--- src/rtl/lkvc_pkg.sv ---
// Shared types and constants for the LRU key-value cache.
// No dependencies; used by the top level and its checker.
package lkvc_pkg;

  localparam int ENTRIES = 16;
  localparam int IDX_W   = $clog2(ENTRIES);
  localparam int RANK_W  = $clog2(ENTRIES);
  localparam int CNT_W   = $clog2(ENTRIES + 1);
  localparam int KEY_W   = 16;
  localparam int VAL_W   = 32;
  localparam int CAP_W   = 5;

  localparam int IN_DATA_W  = KEY_W + VAL_W;
  localparam int OUT_DATA_W = VAL_W + KEY_W;
  localparam int OUT_USER_W = 2;

  localparam logic CMD_GET = 1'b0;
  localparam logic CMD_PUT = 1'b1;

  localparam int USER_HIT     = 0;
  localparam int USER_EVICTED = 1;

  localparam logic [CAP_W-1:0] CAP_RESET = CAP_W'(ENTRIES);

  typedef logic signed [KEY_W-1:0] key_t;
  typedef logic signed [VAL_W-1:0] val_t;
  typedef logic [RANK_W-1:0]       rank_t;
  typedef logic [IDX_W-1:0]        idx_t;
  typedef logic [CNT_W-1:0]        cnt_t;

  localparam val_t READ_MISS = '1;

endpackage

--- src/rtl/lru_key_value_cache.sv ---
// Top level of the fully associative LRU key-value cache.
// Depends on lkvc_pkg for widths, command codes and types.
//
//  channel | dir | tdata / data                         | tuser
//  in_     | in  | [15:0] key, [47:16] value            | [0] command
//  out_    | out | [31:0] read_value, [47:32] evict key | [0] hit, [1] evicted
//  cfg_    | in  | [4:0] capacity                       | -
//
// One beat per cycle unless the output stalls; input register, then result register.
// The input register feeds one pass of 16 key compares and rank updates.
// Reset clears all entries; capacity returns to 16 and cfg_ready stays high.
// A stall on the result side holds the result and then the input register.
module lru_key_value_cache (
  input  logic                            clk,
  input  logic                            rst_n,
  input  logic                            in_tvalid,
  output logic                            in_tready,
  input  logic [lkvc_pkg::IN_DATA_W-1:0]  in_tdata,   // key, value
  input  logic                            in_tuser,   // command
  output logic                            out_tvalid,
  input  logic                            out_tready,
  output logic [lkvc_pkg::OUT_DATA_W-1:0] out_tdata,  // read_value, evicted_key
  output logic [lkvc_pkg::OUT_USER_W-1:0] out_tuser,  // hit, evicted
  input  logic                            cfg_valid,
  output logic                            cfg_ready,
  input  logic [lkvc_pkg::CAP_W-1:0]      cfg_data
);

  logic                       in_valid_r;
  logic                       in_cmd_r;
  lkvc_pkg::key_t             in_key_r;
  lkvc_pkg::val_t             in_val_r;
  logic [lkvc_pkg::CAP_W-1:0] cap_r;

  lkvc_pkg::key_t  key_r   [lkvc_pkg::ENTRIES];
  lkvc_pkg::val_t  val_r   [lkvc_pkg::ENTRIES];
  lkvc_pkg::rank_t rank_r  [lkvc_pkg::ENTRIES];
  lkvc_pkg::rank_t rank_nxt[lkvc_pkg::ENTRIES];
  logic [lkvc_pkg::ENTRIES-1:0] valid_r, valid_nxt;
  lkvc_pkg::cnt_t  occ_r, occ_nxt;

  logic           out_valid_r;
  logic           out_hit_r, out_evict_r;
  lkvc_pkg::val_t out_rdval_r;
  lkvc_pkg::key_t out_ekey_r;

  logic [lkvc_pkg::ENTRIES-1:0] match, victim_oh, free_oh;
  lkvc_pkg::idx_t hit_idx, victim_idx, free_idx, tgt_idx;
  logic           hit, full, is_put, evict, do_touch, do_write;
  lkvc_pkg::cnt_t limit, old_rank;
  lkvc_pkg::val_t rdval;
  lkvc_pkg::key_t ekey;
  logic           advance;

  assign advance   = in_valid_r && (!out_valid_r || out_tready);
  assign in_tready = !in_valid_r || advance;
  assign cfg_ready = 1'b1;
  assign is_put    = (in_cmd_r == lkvc_pkg::CMD_PUT);

  always_comb begin
    if (cap_r == '0) begin
      limit = lkvc_pkg::cnt_t'(1);
    end else if (cap_r > lkvc_pkg::CAP_W'(lkvc_pkg::ENTRIES)) begin
      limit = lkvc_pkg::cnt_t'(lkvc_pkg::ENTRIES);
    end else begin
      limit = lkvc_pkg::cnt_t'(cap_r);
    end
  end

  assign full = (occ_r >= limit);

  always_comb begin
    match      = '0;
    victim_oh  = '0;
    free_oh    = '0;
    hit_idx    = '0;
    victim_idx = '0;
    free_idx   = '0;
    for (int i = 0; i < lkvc_pkg::ENTRIES; i++) begin
      match[i]     = valid_r[i] && (key_r[i] == in_key_r);
      victim_oh[i] = valid_r[i] && (lkvc_pkg::cnt_t'(rank_r[i]) + 1'b1 == occ_r);
      free_oh[i]   = !valid_r[i];
    end
    for (int i = lkvc_pkg::ENTRIES - 1; i >= 0; i--) begin
      if (match[i])     hit_idx    = lkvc_pkg::idx_t'(i);
      if (victim_oh[i]) victim_idx = lkvc_pkg::idx_t'(i);
      if (free_oh[i])   free_idx   = lkvc_pkg::idx_t'(i);
    end
  end

  assign hit   = |match;
  assign evict = is_put && !hit && full && (|victim_oh);
  assign ekey  = evict ? key_r[victim_idx] : '0;
  assign rdval = is_put ? in_val_r : (hit ? val_r[hit_idx] : lkvc_pkg::READ_MISS);

  always_comb begin
    valid_nxt = valid_r;
    occ_nxt   = occ_r;
    tgt_idx   = hit_idx;
    old_rank  = lkvc_pkg::cnt_t'(rank_r[hit_idx]);
    do_touch  = 1'b0;
    do_write  = 1'b0;
    if (hit) begin
      do_touch = 1'b1;
      do_write = is_put;
    end else if (is_put && full) begin
      tgt_idx  = victim_idx;
      old_rank = occ_r - 1'b1;
      do_touch = evict;
      do_write = evict;
    end else if (is_put && (|free_oh)) begin
      tgt_idx            = free_idx;
      old_rank           = occ_r;
      do_touch           = 1'b1;
      do_write           = 1'b1;
      valid_nxt[free_idx] = 1'b1;
      occ_nxt            = occ_r + 1'b1;
    end
    for (int i = 0; i < lkvc_pkg::ENTRIES; i++) begin
      rank_nxt[i] = rank_r[i];
      if (do_touch) begin
        if (lkvc_pkg::idx_t'(i) == tgt_idx) begin
          rank_nxt[i] = '0;
        end else if (valid_r[i] && (lkvc_pkg::cnt_t'(rank_r[i]) < old_rank)) begin
          rank_nxt[i] = rank_r[i] + 1'b1;
        end
      end
    end
  end

  always_ff @(posedge clk) begin
    if (!rst_n) begin
      in_valid_r  <= 1'b0;
      out_valid_r <= 1'b0;
      cap_r       <= lkvc_pkg::CAP_RESET;
      valid_r     <= '0;
      occ_r       <= '0;
      for (int i = 0; i < lkvc_pkg::ENTRIES; i++) begin
        rank_r[i] <= '0;
      end
    end else begin
      if (cfg_valid && cfg_ready) begin
        cap_r <= cfg_data;
      end
      if (in_tready) begin
        in_valid_r <= in_tvalid;
      end
      if (advance) begin
        out_valid_r <= 1'b1;
        valid_r     <= valid_nxt;
        occ_r       <= occ_nxt;
        for (int i = 0; i < lkvc_pkg::ENTRIES; i++) begin
          rank_r[i] <= rank_nxt[i];
        end
      end else if (out_tready) begin
        out_valid_r <= 1'b0;
      end
    end
  end

  always_ff @(posedge clk) begin
    if (in_tvalid && in_tready) begin
      in_cmd_r <= in_tuser;
      in_key_r <= in_tdata[lkvc_pkg::KEY_W-1:0];
      in_val_r <= in_tdata[lkvc_pkg::IN_DATA_W-1:lkvc_pkg::KEY_W];
    end
    if (advance) begin
      out_hit_r   <= hit;
      out_evict_r <= evict;
      out_rdval_r <= rdval;
      out_ekey_r  <= ekey;
      if (do_write) begin
        key_r[tgt_idx] <= in_key_r;
        val_r[tgt_idx] <= in_val_r;
      end
    end
  end

  assign out_tvalid = out_valid_r;
  assign out_tdata  = {out_ekey_r, out_rdval_r};
  assign out_tuser  = {out_evict_r, out_hit_r};

endmodule

--- config.mk ---
export PLATFORM = sky130hd
export DESIGN_NAME = lru_key_value_cache
export DESIGN_NICKNAME = d
export VERILOG_FILES = /design/src/rtl/lkvc_pkg.sv /design/src/rtl/lru_key_value_cache.sv
export SDC_FILE = /design/constraint.sdc
export NUM_CORES = 2
export LEC_CHECK = 0
export BUFFER_PORTS_ARGS = -buffer_cell sky130_fd_sc_hd__buf_2
export CORE_MARGIN = 10
export CORE_UTILIZATION = 31
export DETAILED_ROUTE_END_ITERATION = 8
export GPL_TIMING_DRIVEN = 0
export PLACE_DENSITY_LB_ADDON = 0.12
export SLEW_MARGIN = 20
export SYNTH_ARGS = -nofsm -noshare
export SYNTH_HDL_FRONTEND = slang
export SYNTH_SLANG_ARGS = --single-unit
--- constraint.sdc ---
create_clock -name clk -period 10.7 [get_ports clk]
set_clock_uncertainty 0.15 [all_clocks]
set_input_delay 0 -clock clk [delete_from_list [all_inputs] [get_ports clk]]
set_output_delay 0 -clock clk [all_outputs]
set_load 0.005 [all_outputs]
### Word level (Yosys, flattened, before mapping)

Memory sizes are Yosys's and may differ from the RTL's. A register that Yosys moved wholly into a read port is not among the register bits.
Cells that the tools add are included.

* flip-flop bits (word level): 111
* memory bits (writable): 832
* input port bits: 59
* word-level logic and storage cells: 356
* memories: 3

Memories
* val_r: depth 16, width 32, read ports 1, clocked after Yosys merged registers in 0, wr ports 1, RTL line lru_key_value_cache.sv:36 `lkvc_pkg::val_t val_r [lkvc_pkg::ENTRIES];`
* key_r: depth 16, width 16, read ports 17, clocked after Yosys merged registers in 1, wr ports 1, RTL line lru_key_value_cache.sv:35 `lkvc_pkg::key_t key_r [lkvc_pkg::ENTRIES];`
* rank_r: depth 16, width 4, read ports 17, clocked after Yosys merged registers in 0, wr ports 16, RTL line lru_key_value_cache.sv:37 `lkvc_pkg::rank_t rank_r [lkvc_pkg::ENTRIES];`

* $add $sub $neg: 34
* order comparisons: 20
* equal/unequal tests: 47
* muxes and demuxes: 137
* bitwise gates (word level): 19
* reductions and logical operators: 85

Operators with widths (number)
* 2-to-1 mux 4 bit: 115
* == test 16 bit: 16
* adder 4 x 1 -> 5 bit (second input constant): 16
* == test 5 bit: 16
* less-than comparator 4 x 5 -> 1 bit: 16
* adder 4 x 1 -> 4 bit (second input constant): 16
* 2-to-1 mux 32 bit: 2
* logical AND 1 bit: 56
* OR reduction 16 bit: 3
* == test 4 bit (first input constant): 8
* 2-to-1 mux 5 bit: 5
* zero test 1 bit: 20
* == test 3 x 4 -> 1 bit (first input constant): 4
* bitwise OR 1 bit: 16
* bitwise OR 16 bit: 1
* 2-to-1 mux 1 bit: 14
* == test 2 x 4 -> 1 bit (first input constant): 2
* adder 5 x 1 -> 5 bit (second input constant): 1
* greater-or-equal comparator 5 bit: 1
* greater-than comparator 5 bit (second input constant): 1
* zero test 5 bit: 1
* less-than comparator 4 x 5 -> 1 bit (second input constant): 1
* subtractor 5 x 1 -> 5 bit (second input constant): 1
* demux 1 bit (select 4 bit): 1
* 7 further kinds: 9

### Longest topological paths before layout

An unclocked memory read counts as a cell.

* depth in word-level cells: 29
* mapped depth: 25

### Worst setup path after synthesis

Ideal clock, no wire load.

* path kind: register to register
* from: register in_key_r[7]
* to: memory key_r[8][0] (netlist bit), enable pin
* setup time: 454 ps
* data arrival time: 5482 ps
* data required time: 10096 ps
* path slack: 4614 ps
* cell stages (with the launch flop): 17
* buffers on the path: 6
* cells stage by stage: edfxtp_1 -> buf_2 -> buf_4 -> xnor2_1 -> nand2_1 -> or4b_2 -> nor4_4 -> nor2_1 -> inv_1 -> a21oi_1 -> buf_2 -> buf_6 -> buf_4 -> nor2_1 -> buf_2 -> nand2_1 -> nor2_1

* cells in the longest elaborated chain, start to end: 21
* elaborated cells on any way between the ends: 61

RTL lines
* start, declared: RTL line lru_key_value_cache.sv:31 `lkvc_pkg::key_t in_key_r;`
* start signal, assigned: RTL line lru_key_value_cache.sv:164 `in_key_r <= in_tdata[lkvc_pkg::KEY_W-1:0];`
* == test 16 bit: RTL line lru_key_value_cache.sv:80 `match[i] = valid_r[i] && (key_r[i] == in_key_r);`
* logical AND 1 bit: RTL line lru_key_value_cache.sv:80
* 2-to-1 mux 4 bit (16 in a row): RTL line lru_key_value_cache.sv:85 `if (match[i]) hit_idx = lkvc_pkg::idx_t'(i);`
* 2-to-1 mux 4 bit: RTL line lru_key_value_cache.sv:111 `end else if (is_put && (|free_oh)) begin`
* 2-to-1 mux 4 bit: RTL line lru_key_value_cache.sv:106 `end else if (is_put && full) begin`
* 2-to-1 mux 4 bit: RTL line lru_key_value_cache.sv:103 `if (hit) begin`
* end, declared: RTL line lru_key_value_cache.sv:35

Parallel ways exist; a longest one is shown, timed or not.

==> flow_summary.ini <==
[status]
status = finished clean

[clocking]
cts_buffer_depth = 3
cts-resized-gates = 0
path_clk_slew_ps = 60
ctsHoldBuffers = 124
cts_made_buffers = 111
cts-root-buf = clkbuf_16
h-tree-depth = 3
cts.sinks = 959
post_cts_buffers = 0
cts_tree = done
clock_latency_ps = 750

[layout]
synthToLayoutAreaGrowth_pct = 20.0
antenna_cells = 0
multi_input_area_sq_um = 17100
nNetsFinal = 4083
instances_no_fill = 6057
layout-drive-gt1-share_pct = 16.8
nFillCells = 14390
regArea_sq_um = 28500

[grt]
grt_pass1_wl_mm = 237
grt_overflow_total = 0
grt_use_total_pct = 19.6
grt_max_degree = 28
grt_pass1_vias = 31476
grt_antenna_before_repair = 9

[critical_path]
reg2reg_slack_ps = 1560
worst_path_max_delay_cell = edfxtp_1
crit_type = reg2reg
arrival_ps = 9340
regToRegEndpoint = rank_r[5][3]
crit_buf_inv = 6
crit-reg2reg-launch = in_key_r[9]
cp-start-kind = register
reg2reg_depth = 20
path_cells = buf_2 -> buf_2 -> xnor2_1 -> nand2_1 -> nor4_1 -> nand2_1 -> a31oi_1 -> o22a_1 -> buf_2 -> buf_2 -> clkbuf_1 -> a21oi_1 -> a211oi_1 -> a21oi_1 -> o22ai_4 -> buf_16 -> ha_1 -> a2111oi_0 -> a211oi_2 -> o22ai_1
crit_top_cell = buf_2
cpLargestDelayFamily = buffers and inverters
path_max_fanout = 17
slowest_delay_ps = 1110
required_ps = 10900
end_kind = register

[die]
die_area_sq_um = 166000
io_pins = 112
core_sq_um = 149000
fp.dieH_um = 407
dieWidth_um = 407
start_util_pct = 31.1
rows = 142

[worst_hold_path]
hold-path-cell-count = 4
hp-class = in2reg
hold_start = out_tready
hold_end = out_tvalid

[synth]
synth-edff-count = 931
yosysWarningCount = 0
postSynthAreaPerCell_sq_um = 13.1
synthesis.area_sq_um = 46500
synthesis.nets = 3686
synth_top_area_share_pct = 60.1
synthCells = 3556
synth_compound_area_share_pct = 8.60
synth-adder-area-share_pct = 1.91
ys_seq_area_share_pct = 61.3
synth-simple-area-share_pct = 9.80
synthFlopType = edfxtp_1
ys_top_cells_by_area = edfxtp_1, mux2_2, mux2i_1
synth_xor_area_share_pct = 6.46
ys_types = 76
async_reset_ff_share_pct = 0
yosys_register_bits = 959
synth_top_area_cell = edfxtp_1
synth_mux_area_share_pct = 9.50
synth_top_family_by_area = simple AND/OR/NAND/NOR gates

[sta]
worst_slack_ps = 1560
hold_violations = 0
setup_tns_ps = 0
worstMarginPinSlew_ps = 1230
fin_crit_ps = 9140
rsz0062_at_grt = no
timing.fmax_ghz = 0.109
finalMaxSlewViolations = 0
setup_viol = 0
hold-worst-slack_ps = 53.5
maxSlewHeadroom_pct = 18.0
period_share_pct = 85.5

[job]
drv_cap = 0

[route]
detail-route-antenna-nets = 0
vias = 31531
wl_mm = 168
avgViaCountPerCell = 5.21
drt_pass1_iterations = 5
drc_errors = 0
drtIter0Drc = 2639
post_drt_wl_per_cell_um = 27.8

[power]
p_leak_nw = 18.9
totalPowerFinal_mw = 8.55
power_density_nw_per_um2 = 153
ir_drop_uv = 167

[place]
port_buffers = 108
pre_cts_ws_ps = 1860
gp_routability_congestion = 0.986
dp_hpwl_mm = 120
post-place-cells = 5731
==> kinds of logic after synthesis <==
| logic type | count (synthesis) |
|---|---|
| flip-flops | 959 |
| AND/OR/NAND/NOR | 908 |
| AO/OA/AOI/OAI | 634 |
| buffers and inverters | 224 |
| other | 1 |
| XOR/XNOR | 343 |
| multiplexers | 416 |
| adder cells (fa/ha/maj) | 71 |
==> how the worst max path moves through the flow <==
stage	start	to	slack, ps	depth (start not counted)
final	in_key_r[9]	rank_r[5][3]	1560	20
after global routing	in_key_r[8]	rank_r[9][0]	1340	21
after CTS	in_key_r[8]	rank_r[5][3]	1780	21
after detailed placement	in_key_r[8]	rank_r[5][3]	1860	21
after global placement	in_key_r[9]	val_r[13][5]	-1490	16
after floorplan	in_key_r[7]	key_r[8][0]	4610	16
==> area by class of cell <==
class | instances | share of cell area [%]
Inverter | 25 | 0.173
Multi-Input combinational cell | 2373 | 30.6
Clock inverter | 64 | 1.12
Buffer | 199 | 1.84
Tap cell | 2016 | 4.52
Clock buffer | 137 | 5.30
Timing Repair Buffer | 284 | 5.38
Sequential cell | 959 | 51.1
==> power breakdown <==
group	total (mW)	leakage, nW	internal, mW	switching, mW
Sequential	4.27	8.71	4.17	0.0951
Clock	3.78	1.76	2.18	1.61
Combinational	0.496	8.40	0.201	0.295
Total	8.55	18.9	6.55	2.00
==> synth_stat cells (16+ instances only) <==
master,count
a2111oi_0,16
a211oi_1,23
a21oi_1,66
a22oi_1,33
and2_1,17
buf_1,21
buf_2,58
buf_4,25
clkbuf_1,80
dfxtp_1,28
edfxtp_1,931
ha_1,71
inv_1,25
mux2_2,199
mux2i_1,216
nand2_1,371
nand2b_1,30
nand3_1,52
nand4_1,44
nand4b_1,20
nor2_1,161
nor2b_1,37
nor3_1,21
nor4_1,46
nor4b_1,27
o211ai_1,70
o21ai_0,262
o21ai_1,24
o22ai_1,43
or4_1,23
xnor2_1,163
xor2_1,180
==> tightest hold or removal path: stages <==
cell and delay, ps:
dlygate4sd3_1 530, buf_2 100, nor2b_1 60, o21a_1 160
==> cell usage in the layout (no fill, tap or decap), drive strengths merged, types with 70 or more instances in the layout <==
master | netlist | layout
nor2 | 161 | 161
o21ai | 286 | 286
clkbuf | 80 | 217
mux2 | 199 | 199
nand2 | 371 | 371
xor2 | 180 | 180
dlygate4sd3 | 0 | 124
ha | 71 | 71
edfxtp | 931 | 931
o211ai | 70 | 70
xnor2 | 163 | 163
mux2i | 217 | 217
buf | 119 | 279
==> layer usage <==
| layer | up-vias | routed length [um] | track usage [%] | part of all wire [%] |
|---|---|---|---|---|
| li1 | 14294 | - | - | - |
| met1 | 15886 | 74900 | 26.9 | 45 |
| met2 | 1096 | 77400 | 31.5 | 46 |
| met3 | 255 | 9570 | 2.85 | 5.7 |
| met4 | 0 | 6190 | 6.71 | 3.7 |
| met5 | - | 0 | 0 | 0 |
==> registers in the layout, indices dropped and copies added (netlist names) <==
name / cells
cap_r: 5
in_cmd_r: 1
in_key_r: 16
in_val_r: 32
in_valid_r: 1
key_r: 256
occ_r: 5
out_ekey_r: 16
out_evict_r: 1
out_hit_r: 1
out_rdval_r: 32
out_tvalid: 1
rank_r: 64
val_r: 512
valid_r: 16
==> per-stage QoR <==
stage	utilization, %	area [sq um]
floorplan	-	46500
global placement	33.2	49600
detailed placement	34.1	51000
CTS	37.3	55800
global route	37.3	55800
finish	37.3	55800
Note: power is estimated with default switching activity, not from simulation.
